### config.mk
export PLATFORM = sky130hd
export DESIGN_NAME = terminal_escape_key_decoder
export DESIGN_NICKNAME = d
export VERILOG_FILES = /design/src/tekd_pkg.sv /design/src/tekd_step.sv /design/src/terminal_escape_key_decoder.sv
export SDC_FILE = /design/constraint.sdc
export NUM_CORES = 1
export LEC_CHECK = 0
export BUFFER_PORTS_ARGS = -buffer_cell sky130_fd_sc_hd__buf_2
export CAP_MARGIN = 20
export CELL_PAD_IN_SITES_DETAIL_PLACEMENT = 1
export CELL_PAD_IN_SITES_GLOBAL_PLACEMENT = 1
export CORE_UTILIZATION = 30
export DETAILED_ROUTE_END_ITERATION = 8
export HOLD_SLACK_MARGIN = 0.08
export PLACE_DENSITY_LB_ADDON = 0.12
export SLEW_MARGIN = 20
export SYNTH_ARGS = -nofsm -noshare
export SYNTH_HDL_FRONTEND = slang
export SYNTH_SLANG_ARGS = --single-unit
export TNS_END_PERCENT = 50
### constraint.sdc
create_clock -name clock -period 4.02 [get_ports clock]
set_clock_uncertainty 0.05 [all_clocks]
set_input_delay 0.603 -clock clock [delete_from_list [all_inputs] [get_ports clock]]
set_output_delay 0.603 -clock clock [all_outputs]
set_load 0.02 [all_outputs]
### src/tekd_pkg.sv
// -----------------------------------------------------------------------------
// tekd_pkg
// Shared types, byte codes and the final-byte lookup table of the escape key
// decoder.
// -----------------------------------------------------------------------------
package tekd_pkg;

   localparam logic [7:0] ESC_BYTE   = 8'h1B;
   localparam logic [7:0] CSI_BYTE   = 8'h5B;  // '['
   localparam logic [7:0] SS3_BYTE   = 8'h4F;  // 'O'
   localparam logic [7:0] SEMI_BYTE  = 8'h3B;  // ';'
   localparam logic [7:0] TILDE_BYTE = 8'h7E;  // '~'
   localparam logic [7:0] TAB_BYTE   = 8'h09;

   localparam logic [7:0] MOD_SHIFT  = 8'h01;
   localparam logic [7:0] MOD_ALT    = 8'h02;

   localparam logic [7:0] N2_MAX     = 8'hFF;

   localparam logic [3:0] KC_CHAR  = 4'd0;
   localparam logic [3:0] KC_UP    = 4'd1;
   localparam logic [3:0] KC_DN    = 4'd2;
   localparam logic [3:0] KC_RT    = 4'd3;
   localparam logic [3:0] KC_LT    = 4'd4;
   localparam logic [3:0] KC_HOM   = 4'd5;
   localparam logic [3:0] KC_END   = 4'd6;
   localparam logic [3:0] KC_F1    = 4'd7;
   localparam logic [3:0] KC_F2    = 4'd8;
   localparam logic [3:0] KC_F3    = 4'd9;
   localparam logic [3:0] KC_F4    = 4'd10;
   localparam logic [3:0] KC_DEL   = 4'd11;
   localparam logic [3:0] KC_PGUP  = 4'd12;
   localparam logic [3:0] KC_PGDN  = 4'd13;

   typedef enum logic [1:0] {
      PH_START,   // awaiting first byte after escape
      PH_OPEN,    // after '[' or 'O'
      PH_N1,      // after the single-digit first number
      PH_N2       // inside the second number
   } phase_type;

   typedef struct packed {
      phase_type  phase;
      logic [7:0] mod_bits;
      logic [3:0] first_number;
      logic [7:0] second_number;
   } state_type;

   typedef struct packed {
      logic [7:0] modifiers;
      logic [7:0] char_value;
      logic [3:0] key_code;
   } result_type;

   typedef struct packed {
      logic [3:0] key_code;
      logic [7:0] char_value;
      logic [7:0] mod_extra;
   } lookup_type;

   localparam state_type STATE_RESET = '{
      phase:         PH_START,
      mod_bits:      8'd0,
      first_number:  4'd1,
      second_number: 8'd0
   };

   // Final byte table; an unmatched byte gives character 0.
   function automatic lookup_type key_lookup(input logic [7:0] fin);
      lookup_type r;
      r = '{key_code: KC_CHAR, char_value: 8'd0, mod_extra: 8'd0};
      case (fin)
         8'h41:   r.key_code = KC_UP;       // 'A'
         8'h42:   r.key_code = KC_DN;       // 'B'
         8'h43:   r.key_code = KC_RT;       // 'C'
         8'h44:   r.key_code = KC_LT;       // 'D'
         8'h48:   r.key_code = KC_HOM;      // 'H'
         8'h46:   r.key_code = KC_END;      // 'F'
         8'h50:   r.key_code = KC_F1;       // 'P'
         8'h51:   r.key_code = KC_F2;       // 'Q'
         8'h52:   r.key_code = KC_F3;       // 'R'
         8'h53:   r.key_code = KC_F4;       // 'S'
         8'h5A: begin                       // 'Z': back-tab
            r.char_value = TAB_BYTE;
            r.mod_extra  = MOD_SHIFT;
         end
         8'h03:   r.key_code = KC_DEL;
         8'h05:   r.key_code = KC_PGUP;
         8'h06:   r.key_code = KC_PGDN;
         default: r.key_code = KC_CHAR;
      endcase
      return r;
   endfunction

endpackage

### src/tekd_step.sv
// -----------------------------------------------------------------------------
// tekd_step
// Next-state and result logic for one received byte.
// -----------------------------------------------------------------------------
module tekd_step
   import tekd_pkg::*;
(
   input  state_type   cur_state,
   input  logic [7:0]  in_byte,
   output state_type   nxt_state,
   output logic        emit,
   output result_type  result
);

   logic        dec_digit;
   logic [11:0] n2_acc;
   logic [7:0]  n2_sat;
   logic [7:0]  fin_byte;
   logic [7:0]  fin_mods;
   lookup_type  hit;

   assign dec_digit = in_byte inside {[8'h30:8'h39]};

   // second_number * 10 + digit, then saturate
   assign n2_acc = ({4'd0, cur_state.second_number} << 3)
                 + ({4'd0, cur_state.second_number} << 1)
                 + {8'd0, in_byte[3:0]};
   assign n2_sat = (n2_acc > {4'd0, N2_MAX}) ? N2_MAX : n2_acc[7:0];

   assign fin_byte = (in_byte == TILDE_BYTE) ? {4'd0, cur_state.first_number} : in_byte;
   assign hit      = key_lookup(fin_byte);

   always_comb begin
      fin_mods = cur_state.mod_bits;
      if (cur_state.phase == PH_N2 && cur_state.second_number != 8'd0) begin
         fin_mods = cur_state.mod_bits | (cur_state.second_number - 8'd1);
      end
   end

   always_comb begin
      nxt_state = cur_state;
      emit      = 1'b0;
      result    = '{modifiers: fin_mods | hit.mod_extra,
                    char_value: hit.char_value,
                    key_code: hit.key_code};
      case (cur_state.phase)
         PH_START: begin
            if (in_byte == ESC_BYTE) begin
               nxt_state.mod_bits = cur_state.mod_bits | MOD_ALT;
            end else if (in_byte == CSI_BYTE || in_byte == SS3_BYTE) begin
               nxt_state.phase = PH_OPEN;
            end else begin
               emit   = 1'b1;
               result = '{modifiers: 8'd0,
                          char_value: (in_byte == 8'd0) ? ESC_BYTE : in_byte,
                          key_code: KC_CHAR};
            end
         end
         PH_OPEN, PH_N1: begin
            if (cur_state.phase == PH_OPEN && dec_digit) begin
               nxt_state.first_number = in_byte[3:0];
               nxt_state.phase        = PH_N1;
            end else if (in_byte == SEMI_BYTE) begin
               nxt_state.second_number = 8'd0;
               nxt_state.phase         = PH_N2;
            end else begin
               emit = 1'b1;
            end
         end
         PH_N2: begin
            if (dec_digit) begin
               nxt_state.second_number = n2_sat;
            end else begin
               emit = 1'b1;
            end
         end
         default: begin
            nxt_state = STATE_RESET;
         end
      endcase
      if (emit) begin
         nxt_state = STATE_RESET;
      end
   end

endmodule

### src/terminal_escape_key_decoder.sv
// -----------------------------------------------------------------------------
// terminal_escape_key_decoder
// Decodes VT100/xterm escape sequences, one byte per word, into key words.
// -----------------------------------------------------------------------------
// Usage:
//   The req_ channel carries the bytes that follow a leading escape, one per
//   word. The rsp_ channel carries one decoded key word each time a sequence
//   completes; bytes that only advance the sequence produce no word.
//   Path: an accepted byte lands in the input register, is decoded
//   combinationally and its key word is registered in the result register,
//   which drives rsp_.
//   Throughput: one byte per cycle unless rsp_ stalls (see Stall); the
//   decode is a single pass of short logic between the input register and
//   the result register, and the sequence state updates in that same pass.
//   Stall: while a key word waits on rsp_tready, a byte that produces no word
//   still advances; a byte that would produce a word holds in the input
//   register, and req_tready drops only once that register is full.
//   Reset: synchronous, active high; clears both valid flags and returns the
//   sequence state to "awaiting first byte", n1 = 1, n2 = 0, no modifiers.
// -----------------------------------------------------------------------------
module terminal_escape_key_decoder
   import tekd_pkg::*;
(
   input  logic        clock,
   input  logic        reset,

   input  logic        req_tvalid,
   output logic        req_tready,
   input  logic [7:0]  req_tdata,    // [7:0] in_byte

   output logic        rsp_tvalid,
   input  logic        rsp_tready,
   output logic [23:0] rsp_tdata     // [3:0] key_code, [11:4] char_value,
                                     // [19:12] modifiers, [23:20] zero
);

   logic        in_valid_ff, in_valid_in;
   logic [7:0]  in_byte_ff, in_byte_in;
   state_type   state_ff, state_in;
   logic        rsp_valid_ff, rsp_valid_in;
   result_type  rsp_data_ff, rsp_data_in;

   state_type   step_state;
   logic        step_emit;
   result_type  step_result;
   logic        out_free;
   logic        advance;

   tekd_step u_step (
      .cur_state (state_ff),
      .in_byte   (in_byte_ff),
      .nxt_state (step_state),
      .emit      (step_emit),
      .result    (step_result)
   );

   // Result register can take a new word when empty or being drained.
   assign out_free = !rsp_valid_ff || rsp_tready;
   // Decode the held byte unless it produces a word with nowhere to go.
   assign advance  = in_valid_ff && (!step_emit || out_free);

   assign req_tready = !in_valid_ff || advance;

   always_comb begin
      in_valid_in = in_valid_ff;
      in_byte_in  = in_byte_ff;
      if (req_tready) begin
         in_valid_in = req_tvalid;
         in_byte_in  = req_tdata;
      end
   end

   assign state_in = advance ? step_state : state_ff;

   always_comb begin
      rsp_valid_in = rsp_valid_ff;
      rsp_data_in  = rsp_data_ff;
      if (out_free) begin
         rsp_valid_in = advance && step_emit;
         rsp_data_in  = step_result;
      end
   end

   always_ff @(posedge clock) begin
      if (reset) begin
         in_valid_ff  <= 1'b0;
         rsp_valid_ff <= 1'b0;
         state_ff     <= STATE_RESET;
      end else begin
         in_valid_ff  <= in_valid_in;
         rsp_valid_ff <= rsp_valid_in;
         state_ff     <= state_in;
      end
   end

   // Payload registers: no reset needed.
   always_ff @(posedge clock) begin
      in_byte_ff  <= in_byte_in;
      rsp_data_ff <= rsp_data_in;
   end

   assign rsp_tvalid = rsp_valid_ff;
   assign rsp_tdata  = {4'd0, rsp_data_ff.modifiers, rsp_data_ff.char_value,
                        rsp_data_ff.key_code};

endmodule

# Word-level counts from Yosys, hierarchy flattened
# Cells that the tools add are included.
# word_totals
regBits,52
input_bits,12
out_inout_bits,26
# classes
add_sub_neg,3
order_cmp,3
eq_ne,28
mux,29
bitwise,2
reduce_logical,27
# op_table
op,n
== test 8 x 7 -> 1 bit (second input constant),14
two-way mux 20 bit,3
two-way mux 8 bit,7
one-hot mux 4 bit (13 select lines),1
two-way mux 22 bit,1
== test 8 x 3 -> 1 bit (second input constant),2
bitwise OR 8 bit,2
one-hot mux 8 bit (2 select lines),1
adder 11 x 9 -> 12 bit,1
adder 12 x 4 -> 12 bit,1
> comparator 12 x 8 -> 1 bit (second input constant),1
two-way mux 12 bit,1
two-way mux 2 bit,6
AND reduction 5 bit,2
!= test 3 x 2 -> 1 bit (second input constant),3
== test 8 x 2 -> 1 bit (second input constant),1
== test 8 x 5 -> 1 bit (second input constant),1
== test 8 x 6 -> 1 bit (second input constant),1
>= comparator 8 x 6 -> 1 bit (second input constant),1
<= comparator 8 x 6 -> 1 bit (second input constant),1
logical NOT 8 bit,1
two-way mux 4 bit,2
nonzero test 2 bit,4
nonzero test 8 bit,1
other kinds (16),33

# Longest topological paths before layout
# Gate-level depths: netlist (run 1).
# depth
ltp_word,9
ltp_mapped,9

# By module
# Synthesis (run 1) repeated with hierarchy kept, for this count alone.
# unflattened
cells_unflattened,409
area_unflattened_um2,3821.2
# modules_own_cells
mod,instances,cells_per_inst,area_per_inst_um2,seq_area_each_um2
terminal_escape_key_decoder,1,138,1954.4,1321.3
tekd_step,1,271,1866.8,0.0

# Worst setup path after synthesis (run 1)
# Ideal clock, no wire load.
# synth_timing
path_type,reg2reg
from,reg in_byte_ff[3]
to,reg state_ff[4] (netlist name)
setup_time_ps,72
t_arrival_ps,2466
t_required_ps,3898
path_slack_ps,1433
path_stages_with_launch,9
path_cell_list,edfxtp_1 -> fa_1 -> fa_1 -> a211o_1 -> o211ai_1 -> nor3_1 -> o21ai_1 -> o21ai_0 -> mux2i_1
# synth_via
elab_chain_cells,9
word_cells_on_any_way,29
cone_classes,1 x add/sub; 3 x order compare; 7 x eq/ne; 10 x mux; 8 x reduce/logical
# synth_rtl
item,line_no,rtl
"start, declared",terminal_escape_key_decoder.sv:38,"logic [7:0] in_byte_ff, in_byte_in;"
"start signal, assigned",terminal_escape_key_decoder.sv:98,in_byte_ff <= in_byte_in;
"parallel branches: the longest is 9 deep, another holds adder 12 x 4 -> 12 bit",n/a,
"end signal, assigned",terminal_escape_key_decoder.sv:92,state_ff <= state_in;
"end, declared",terminal_escape_key_decoder.sv:39,"state_type state_ff, state_in;"
# Several ways; the timed one is not identified. The select of a mux whose other input is x is not followed.
# A chain may end at the register's enable or synchronous reset.

# Final worst setup path (run 1)
# layout_timing
from,reg in_byte_ff[3]
to,out req_tready
# layout_via
elab_chain_cells,9
word_cells_on_any_way,19
cone_classes,2 x order compare; 4 x eq/ne; 6 x mux; 7 x reduce/logical
# layout_rtl
item,line_no,rtl
>= comparator 8 x 6 -> 1 bit (tied with other cells),tekd_step.sv:22,assign dec_digit = in_byte inside {[8'h30:8'h39]};
logical AND 1 bit or logical OR 1 bit (tied branches),"tekd_step.sv:22, tekd_step.sv:50",
logical AND 1 bit or two-way mux 1 bit (tied branches),"tekd_step.sv:60, tekd_step.sv:50",
two-way mux 1 bit (on tied branches),"tekd_step.sv:60, tekd_step.sv:48",
one-hot mux 1 bit (3 select lines) (*),tekd_step.sv:46,case (cur_state.phase)
logical NOT 1 bit (*),terminal_escape_key_decoder.sv:60,assign advance = in_valid_ff && (!step_emit || out_free);
logical OR 1 bit (*),terminal_escape_key_decoder.sv:60,
logical AND 1 bit (*),terminal_escape_key_decoder.sv:60,
logical OR 1 bit (*),terminal_escape_key_decoder.sv:62,assign req_tready = !in_valid_ff || advance;
"end, declared",terminal_escape_key_decoder.sv:28,"output logic req_tready,"
# Every way passes the cells marked *; elsewhere a longest branch is shown, timed or not.

==> flow_summary.ini, run 1 <==
[clock_tree]
clock-root-buffer = clkbuf_8
htreeDepth = 2
clkSlewWorstSetupHoldPaths_ns = 0.09
cts_buffer_depth = 2
cts_resized = 0
cts_made_buffers = 5
clkLatencyLatePin_ns = 0.30
tritoncts = yes
holdBufCountCts = 0
post_cts_buffers = 0
clock-sinks = 45

[synth]
synth_cell_types = 67
ys_seq_area_share_pct = 39.38
syn-mean-instance-area_um2 = 10.31
post_synth_instance_area_um2 = 2999
ys_seq_elements = 45
synthFlopType = edfxtp_1
syn_inst = 291
synth_edf_count = 28
ys_warn_count = 0
synthArstFlopShare_pct = 0

[pwr]
ir_drop_mv = 0.1098
p_leak_nw = 1.385
switching_share_pct = 27.75
clkPwrFrac_pct = 32.1
switching_power_mw = 0.2556
power.density_nw_per_um2 = 276.6
p_int_mw = 0.6655
p_comb_share_pct = 10.7
p_seq_share_pct = 57.2

[timing]
worst_pin_slew_ns = 0.8220
post-route-min-period_ns = 3.425
finalCritPeriodShare_pct = 85.19
tns_ns = 0
max_freq_mhz = 292.0
slew_violations = 0
timing.final.setup_violations = 0
hold_viol = 0
rsz0062_at_grt = false
slew_headroom_pct = 44.60

[floorplan]
die_h_um = 102.0
row_count = 36
ios = 38
die_w_um = 102.0
dieArea_um2 = 10400
initial_core_util_pct = 30.83
core-area_um2 = 9729

[critical_path]
r2r_start = in_byte_ff[3]$_DFFE_PP_
r2r_cells = 8
cp.arrival_ns = 2.77
path_class = register to primary output
critPathLaunch = in_byte_ff[3]$_DFFE_PP_
critPathSlowestCell = edfxtp_1
startpoint_type = register
reg2reg_to = state_ff[6]$_SDFFE_PP0P_
cp_max_fo = 15
crit_path_end_kind = primary output
cp-endpoint = req_tready
cp_data_required_time_ns = 3.37
slowest_delay_ns = 0.74
r2r_slack_ns = 0.88
path_cells = nand3_1 -> a2111oi_4 -> a31oi_4 -> nand2_1 -> or2_2 -> buf_2

[cells_and_area]
diodes = 0
fin_area_um2 = 3331
final_nets = 352
fillers = 1117
area_growth_pct = 11.06
drive_gt1_share_pct = 19.81

[route]
drc = 0
drtPass1Iterations = 4
via_per_inst = 5.091
via_count = 2296
wl_um = 7231
ant_nets = 0
wl_per_cell_um = 16.03
drt_first_iter_violations = 101

[place]
gp_congestion = 0.7681
hpwl_um = 5306
port-buffer-count = 33
placed_area_um2 = 3241

[hold_path]
min_path_type = input pin to register

[global_routing]
grt_pass1_vias = 2391
antenna_found_initial = 0
grt_overflow = 0
grt_pass1_wl_um = 12210
grt_max_degree = 24
grt_util_all_layers_pct = 15.10

[outcome]
status = completed

[run]
cap_violations = 0
-- power by group through the flow --
| stage | Sequential, mW | Clock (mW) | Combinational (mW) |
|---|---|---|---|
| after CTS | 0.527 | 0.306 | 0.0998 |
| after global placement | 0.538 | 0 | 0.0996 |
| final | 0.527 | 0.295 | 0.0987 |
| after floorplan | 0.538 | 0 | 0.0719 |
| after detailed placement | 0.538 | 0 | 0.0992 |
| after global routing | 0.530 | 0.320 | 0.109 |
-- through the flow --
step	power [mW]	cells	hold WS, ns	util, %	setup slack (ns)
2_1_floorplan	0.6098	294	0.4075	-	1.433
3_3_place_gp	0.6371	443	0.4510	33.31	0.9131
3_5_place_dp	0.6371	443	0.4623	33.31	0.8925
4_1_cts	0.9327	451	0.4151	34.23	0.5732
5_1_grt	0.9593	451	0.4134	34.23	0.3622
6_report	0.9211	451	0.4232	34.23	0.5952
-- cell families after synthesis --
logic type	after synthesis	synth area share (%)
multiplexers	8	2.670
AND/OR/NAND/NOR	95	18.36
other	1	0.1250
flip-flops	45	39.38
adder cells (fa/ha/maj)	23	10.10
AO/OA/AOI/OAI	75	20.07
buffers and inverters	31	5.507
XOR/XNOR	13	3.796
-- layout by cell type, fill, tap and decap left out, types with 5 or more instances in the layout --
cell       n
buf_2     33
nor2_1    28
edfxtp_1  28
ha_1      21
dfxtp_1   17
o21ai_0   14
nand2_1   12
a21oi_1   11
inv_1     11
nand2b_1  10
xnor2_1    9
mux2i_1    8
nor3_1     7
o21a_1     5
and2_1     5
clkbuf_8   5
-- worst max-delay path: cells and delay by family, from the launching register on --
| kind | cells | cell delay [ns] |
|---|---|---|
| compound gates | 2 | 0.67 |
| buf+inv | 1 | 0.22 |
| flops | 1 | 0.74 |
| simple gates | 3 | 0.84 |
-- metal layers --
metal | part of all wire (%) | wire, µm | track usage [%] | up-vias
li1 | - | - | - | 1130
met1 | 51 | 3709 | 20.71 | 1122
met2 | 45 | 3276 | 24.78 | 40
met3 | 2.5 | 184 | 2.257 | 4
met4 | 0.84 | 61 | 3.956 | 0
met5 | 0 | 0 | 0 | -
-- synthesized netlist by cell type (all sizes together) (5+ instances only) --
library cell  number  area (µm²)
mux2i              8       80.08
clkbuf             8       30.03
and2               5       31.28
dfxtp             17       340.3
ha                21       262.8
nor3               8       45.04
nand2             12       45.04
a21oi             12       63.81
edfxtp            28       840.8
xnor2              9       78.83
o21ai             15       75.07
nor2              28       105.1
inv               11       41.29
nand2b            11       76.32
buf               12       93.83
o21a               5       37.54
-- sequential cells by signal, summed over array words and instances (netlist names) --
signal,flops
state_ff,15
rsp_tdata,20
in_valid_ff,1
in_byte_ff,8
rsp_tvalid,1
-- worst min-delay path by stage --
stage / slack (ns) / from / cells past startpoint / end
after floorplan: 0.41 / state_ff[13]$_SDFFE_PP0P_ / 2 / state_ff[13]$_SDFFE_PP0P_
after global placement: 0.45 / state_ff[21]$_SDFFE_PP0P_ / 2 / state_ff[21]$_SDFFE_PP0P_
after detailed placement: 0.46 / state_ff[21]$_SDFFE_PP0P_ / 2 / state_ff[21]$_SDFFE_PP0P_
after CTS: 0.42 / req_tdata[4] / 1 / in_byte_ff[4]$_DFFE_PP_
after global routing: 0.41 / req_tdata[5] / 1 / in_byte_ff[5]$_DFFE_PP_
final: 0.42 / req_tdata[4] / 1 / in_byte_ff[4]$_DFFE_PP_
-- layout make-up --
| class | count | area (µm²) | share of cell area, % |
|---|---|---|---|
| inverter | 11 | 41.29 | 1.240 |
| timing repair buffer | 36 | 187.7 | 5.635 |
| sequential | 45 | 1181 | 35.46 |
| multi-input combinational | 218 | 1664 | 49.96 |
| tap | 133 | 166.4 | 4.996 |
| clock buffer | 5 | 68.82 | 2.066 |
| clock inverter | 3 | 21.27 | 0.6386 |
No activity file was read; power rests on OpenSTA's default activity.
==> inputs of run 2 (changes only) <==
--- a/config.mk
+++ b/config.mk
@@ -5,6 +5,7 @@
 export SDC_FILE = /design/constraint.sdc
 export NUM_CORES = 1
 export LEC_CHECK = 0
+export ABC_AREA = 1
 export BUFFER_PORTS_ARGS = -buffer_cell sky130_fd_sc_hd__buf_2
 export CAP_MARGIN = 20
 export CELL_PAD_IN_SITES_DETAIL_PLACEMENT = 1
@@ -13,7 +14,6 @@
 export DETAILED_ROUTE_END_ITERATION = 8
 export HOLD_SLACK_MARGIN = 0.08
 export PLACE_DENSITY_LB_ADDON = 0.12
-export SLEW_MARGIN = 20
 export SYNTH_ARGS = -nofsm -noshare
 export SYNTH_HDL_FRONTEND = slang
 export SYNTH_SLANG_ARGS = --single-unit
==> constraint.sdc (replaced) <==
create_clock -name clock -period 4.02 [get_ports clock]
set_clock_uncertainty 0.05 [all_clocks]
set_input_delay 0.603 -clock clock [delete_from_list [all_inputs] [get_ports clock]]
set_output_delay 0.603 -clock clock [all_outputs]
set_load 0.05 [all_outputs]
==> run 2 against run 1 <==
Against the previous run: register-to-register slack gained 0.34 ns; non-clock buffer count shrank 3; highest routed layer unchanged; routed wire length grew 4.3%; die area shrank 1.3%.
==> flow_summary.ini, run 2 <==
[cells_and_area]
fillers = 1155
fin_area_um2 = 3324
multi_input_area_um2 = 1562
diodes = 0
area_growth_pct = 12.30
regArea_um2 = 1181
layout_common_cells = nand2_1, nor2_1, inv_1
final_nets = 445
drive_gt1_share_pct = 17.76
layout_commonest_cell = nand2_1
largest_register_ff_count = 20
utilization_pct = 35.31

[synth]
ys_seq_elements = 45
synth_cell_types = 36
yosysTopAreaCellShare_pct = 28.40
ys_warn_count = 0
yosysTopAreaCell = edfxtp_1
synthXorXnorAreaFrac_pct = 2.367
syn-mean-instance-area_um2 = 7.915
synthFlopType = edfxtp_1
synth.area.top_cells = edfxtp_1, dfxtp_1, nand2_1
post_synth_instance_area_um2 = 2960
synthArstFlopShare_pct = 0
ys_seq_area_share_pct = 39.90
synthAdderAreaFrac_pct = 10.23
synth_most_common_cell = nand2_1
synth_top_family_by_area = simple AND/OR/NAND/NOR gates
synth_compound_area_share_pct = 6.636
synthMuxAreaShare_pct = 0
ys_top_cells_by_count = nand2_1, nor2_1, inv_1, edfxtp_1
synth_edf_count = 28
syn_inst = 374
yosys.area_share.simple_pct = 33.01

[timing]
slew_violations = 0
worst_pin_slew_ns = 0.8059
max_freq_mhz = 313.0
slew_headroom_pct = 46.21
rsz0062_at_grt = false
tns_ns = 0
finalCritPeriodShare_pct = 79.47
timing.final.setup_violations = 0
post-route-min-period_ns = 3.195
holdWs_ns = 0.4221
hold_viol = 0

[critical_path]
critPathSlowestCell = nand4_1
startpoint_type = register
cp.arrival_ns = 2.54
path_cells = inv_1 -> ha_1 -> inv_1 -> a21oi_1 -> nand2_2 -> nand3_4 -> nand4_1 -> buf_2
crit_path_end_kind = primary output
critPathMostFrequentCell = inv_1
path_buf_inv = 3
cp_max_fo = 10
path_depth = 8
slowest_delay_ns = 0.46
r2r_cells = 10
path_class = register to primary output
cp_data_required_time_ns = 3.37
cpLargestDelayFamily = simple AND/OR/NAND/NOR gates

[pwr]
power.density_nw_per_um2 = 371.5
switching_share_pct = 37.83
p_int_mw = 0.7678
ir_drop_mv = 0.1270
p_comb_share_pct = 31.5
clkPwrFrac_pct = 22.8
power_mw = 1.235
p_seq_share_pct = 45.7
switching_power_mw = 0.4672
p_leak_nw = 1.655

[floorplan]
ios = 38
die_w_um = 101.3
initial_core_util_pct = 31.44
row_count = 35
dieArea_um2 = 10270
core-area_um2 = 9415
die_h_um = 101.3

[clock_tree]
cts_made_buffers = 5
clock-sinks = 45
clkSlewWorstSetupHoldPaths_ns = 0.09
cts_buffer_depth = 2
post_cts_buffers = 0
htreeDepth = 2
tritoncts = yes
clock-root-buffer = clkbuf_8
clkLatencyLatePin_ns = 0.30
holdBufCountCts = 0
cts_resized = 0

[outcome]
status = completed

[global_routing]
grt_pass1_wl_um = 12580
grt_overflow = 0
grt_util_all_layers_pct = 15.95
grt_max_degree = 22
top_usage_layer = met2
grt_util_met3_pct = 2.139
grt.met1_usage_pct = 22.36
grtUsageMet2_pct = 26.22
grt_pass1_vias = 2479
antenna_found_initial = 0

[route]
via_per_inst = 4.593
drtPass1Iterations = 4
ant_nets = 0
drt_first_iter_violations = 84
wl_per_cell_um = 13.96
via_count = 2480
wl_um = 7539
drc = 0

[place]
hpwl_um = 6163
gp_congestion = 0.8155
placed_area_um2 = 3242
port-buffer-count = 33

[hold_path]
holdPathStages = 1
min_path_type = input pin to register

[run]
cap_violations = 0
## run 2: cell count changes after synthesis, moves of 8 or more
cell	change
nand2_1	+65
nor2_1	+43
inv_1	+30
nand3_1	+20
nand2_2	+14
nand2b_1	-10
clkbuf_1	-8
mux2i_1	-8
nand4_1	+8
## run 2: area by class of cell
| class | count | share of cell area (%) |
|---|---|---|
| Sequential cell | 45 | 35.53 |
| Tap cell | 129 | 4.855 |
| Multi-Input combinational cell | 279 | 46.97 |
| Timing Repair Buffer | 33 | 4.968 |
| Inverter | 46 | 5.194 |
| Clock inverter | 2 | 0.3011 |
| Clock buffer | 6 | 2.183 |
## run 2: final timing paths
kind | startpoint | endpoint | slack [ns]
worst max register to register | in_byte_ff[3]$_DFFE_PP_ | state_ff[0]$_SDFFE_PP0P_ | 1.22
worst min register to register | state_ff[11]$_SDFFE_PP0P_ | state_ff[11]$_SDFFE_PP0P_ | 0.45
worst min-delay path | req_tdata[2] | in_byte_ff[2]$_DFFE_PP_ | 0.42
worst max-delay path | state_ff[20]$_SDFFE_PP0P_ | req_tready | 0.83
## run 2: power groups by stage
stage          sequential (mW)  clock, mW  combinational (mW)
2_1_floorplan            0.635          0               0.245
3_3_place_gp             0.574          0               0.391
3_5_place_dp             0.576          0               0.394
4_1_cts                  0.565      0.294               0.395
5_1_grt                  0.570      0.304               0.440
6_report                 0.564      0.282               0.389
## run 2: logic make-up (layout without fill, tap and decap cells)
| logic type | count (synthesis) | after routing |
|---|---|---|
| AOI/OAI and AO/OA | 34 | 34 |
| buffers and inverters | 53 | 87 |
| xor gates and xnor gates | 8 | 8 |
| adders and majority gates | 23 | 23 |
| and+or+nand+nor | 210 | 210 |
| other | 1 | 4 |
| DFF | 45 | 45 |
## run 2: routing by layer
| layer | up-vias | part of all wire [%] | wire length [µm] |
|---|---|---|---|
| met1 | 1150 | 54 | 4035 |
| met5 | - | 0 | 0 |
| li1 | 1285 | - | - |
| met3 | 4 | 2.2 | 163 |
| met4 | 0 | 0.81 | 61 |
| met2 | 41 | 43 | 3278 |
## run 2: per-stage QoR
stage / std cells / setup WS, ns
floorplan: 377 / 1.527
global placement: 532 / 1.242
detailed placement: 532 / 1.111
CTS: 540 / 0.7734
global route: 540 / 0.5639
finish: 540 / 0.8254
## run 2: worst register-to-register path: cells and delay by family (launching register included)
family | cells | cell delay (ns)
adder cells (fa/ha/maj) | 2 | 1.07
AND/OR/NAND/NOR | 7 | 0.87
flip-flops | 1 | 0.55
AO/OA/AOI/OAI | 1 | 0.17
==> inputs of run 3 (changes only) <==
--- a/config.mk
+++ b/config.mk
@@ -5,7 +5,7 @@
 export SDC_FILE = /design/constraint.sdc
 export NUM_CORES = 1
 export LEC_CHECK = 0
-export ABC_AREA = 1
+export ABC_AREA = 0
 export BUFFER_PORTS_ARGS = -buffer_cell sky130_fd_sc_hd__buf_2
 export CAP_MARGIN = 20
 export CELL_PAD_IN_SITES_DETAIL_PLACEMENT = 1
==> constraint.sdc (replaced) <==
create_clock -name clock -period 2.6 [get_ports clock]
set_clock_uncertainty 0.05 [all_clocks]
set_input_delay 0.39 -clock clock [delete_from_list [all_inputs] [get_ports clock]]
set_output_delay 0.39 -clock clock [all_outputs]
set_load 0.05 [all_outputs]
==> run 3 against run 2 <==
Against the previous run: sequential share of layout area shrank 2.4 points; total power increased by 18%; final area increased by 7.2%; critical path depth unchanged; global-route usage shrank 0.82 points; largest cell class unchanged; core utilization is 1.3 points higher; largest power group unchanged; die area up 1.3%; via count is 5.6% lower.
==> flow_summary.ini, run 3 (same netlist as run 1, synthesis figures left out) <==
[cells_and_area]
area_growth_pct = 18.86
layout_common_cells = buf_2, nor2_1, edfxtp_1
diodes = 0
fin_cells = 470
fin_area_um2 = 3565
layout_commonest_cell = buf_2
fillers = 1141
drive_gt1_share_pct = 27.00
largest_register_ff_count = 20
final_nets = 371

[pwr]
power.density_nw_per_um2 = 408.1
p_leak_nw = 1.487
ir_drop_mv = 0.1801

[run]
cap_violations = 0

[route]
drtPass1Iterations = 4
drt_first_iter_violations = 59
via_per_inst = 4.979
ant_nets = 0
wl_per_cell_um = 15.62
wl_um = 7343
via_count = 2340
drc = 0

[place]
placed_area_um2 = 3366
dp.cells = 458
gp_congestion = 0.8071
port-buffer-count = 33
hpwl_um = 5653

[timing]
post-route-min-period_ns = 2.491
slew_headroom_pct = 43.42
rsz0062_at_grt = true
finalCritPeriodShare_pct = 95.82
max_freq_mhz = 401.4
slew_violations = 0
worst_pin_slew_ns = 0.8470
timing.final.setup_violations = 0
hold_viol = 0

[critical_path]
path_class = register to register
cp.arrival_ns = 2.67
cp_max_fo = 8
cp_data_required_time_ns = 2.78
crit_path_end_kind = register
startpoint_type = register

[global_routing]
grt_util_all_layers_pct = 15.14
grt.met1_usage_pct = 20.75
antenna_found_initial = 0
top_usage_layer = met2
grt_max_degree = 21
grt_overflow = 0
grt_pass1_wl_um = 12200
grt_util_met3_pct = 2.531
grtUsageMet2_pct = 24.78
grt_pass1_vias = 2311

[clock_tree]
cts_buffer_depth = 2
htreeDepth = 2
tritoncts = yes
cts_made_buffers = 5
clkLatencyLatePin_ns = 0.29
clkSlewWorstSetupHoldPaths_ns = 0.09
clock-root-buffer = clkbuf_8
holdBufCountCts = 0
clock-sinks = 45

[floorplan]
core-area_um2 = 9729
die_w_um = 102.0
row_count = 36
initial_core_util_pct = 30.83
dieArea_um2 = 10400
die_h_um = 102.0
ios = 38

[hold_path]
min_path_type = input pin to register

[outcome]
status = completed
==> run 3: path summary, 6_finish.rpt <==
| path | startpoint | end | slack, ns | cells past startpoint |
|---|---|---|---|---|
| hold / removal | req_tdata[3] | in_byte_ff[3]$_DFFE_PP_ | 0.22 | 1 |
| setup / recovery | in_byte_ff[3]$_DFFE_PP_ | state_ff[4]$_SDFFE_PP0P_ | 0.11 | 8 |
| setup reg to reg | in_byte_ff[3]$_DFFE_PP_ | state_ff[4]$_SDFFE_PP0P_ | 0.11 | 8 |
| hold reg to reg | state_ff[21]$_SDFFE_PP0P_ | state_ff[21]$_SDFFE_PP0P_ | 0.47 | 2 |
==> run 3: worst max-delay path, stage by stage (launching register included) <==
cell      delay (ns)
edfxtp_1        0.43
fa_2            0.47
fa_2            0.41
a211o_1         0.30
o211ai_1        0.16
nor3_2          0.11
o21ai_4         0.26
o21ai_1         0.11
mux2i_1         0.13
==> run 3: through the flow <==
stage	util, %	power, mW	setup TNS, ns	worst slack (ns)	hold slack (ns)
floorplan	-	0.9899	0	0.01251	0.4075
global placement	34.59	1.045	-1.027	-0.1603	0.4293
detailed placement	34.59	1.047	-1.227	-0.2116	0.4625
CTS	36.03	1.479	0	0.009326	0.2082
global route	36.64	1.533	-0.007183	-0.004039	0.2011
finish	36.64	1.455	0	0.1088	0.2185
==> run 3: power breakdown <==
group | total, mW | internal (mW) | switching [mW] | leakage (nW)
logic | 0.239 | 0.0739 | 0.165 | 1.00
registers | 0.798 | 0.782 | 0.0165 | 0.449
clock network | 0.417 | 0.187 | 0.230 | 0.0388
total | 1.45 | 1.04 | 0.412 | 1.49
==> run 3: cell type report <==
cell class	instances	area [µm²]	share of cell area, %
flip-flops and latches	45	1181	33.13
repair buffers	55	356.6	10.00
inverters	11	41.29	1.158
clock buffers	6	72.57	2.036
clock inverters	2	11.26	0.3159
well taps	133	166.4	4.668
multi-input cells	218	1735	48.68
==> run 3: timing repair <==
action / 4_1_cts / 5_1_grt
setup buffers: 4 / 1
setup endpoints to repair: 9 / 9
gates cloned: 0 / 0
pin swaps: 4 / 4
resized for setup: 9 / 17
hold endpoints to repair: 0 / 0
==> run 3: metal layers <==
layer / vias to the layer above / share of wire [%]
met5: - / 0
met4: 0 / 0.54
met3: 2 / 2.8
met2: 38 / 46
met1: 1137 / 51
li1: 1163 / -
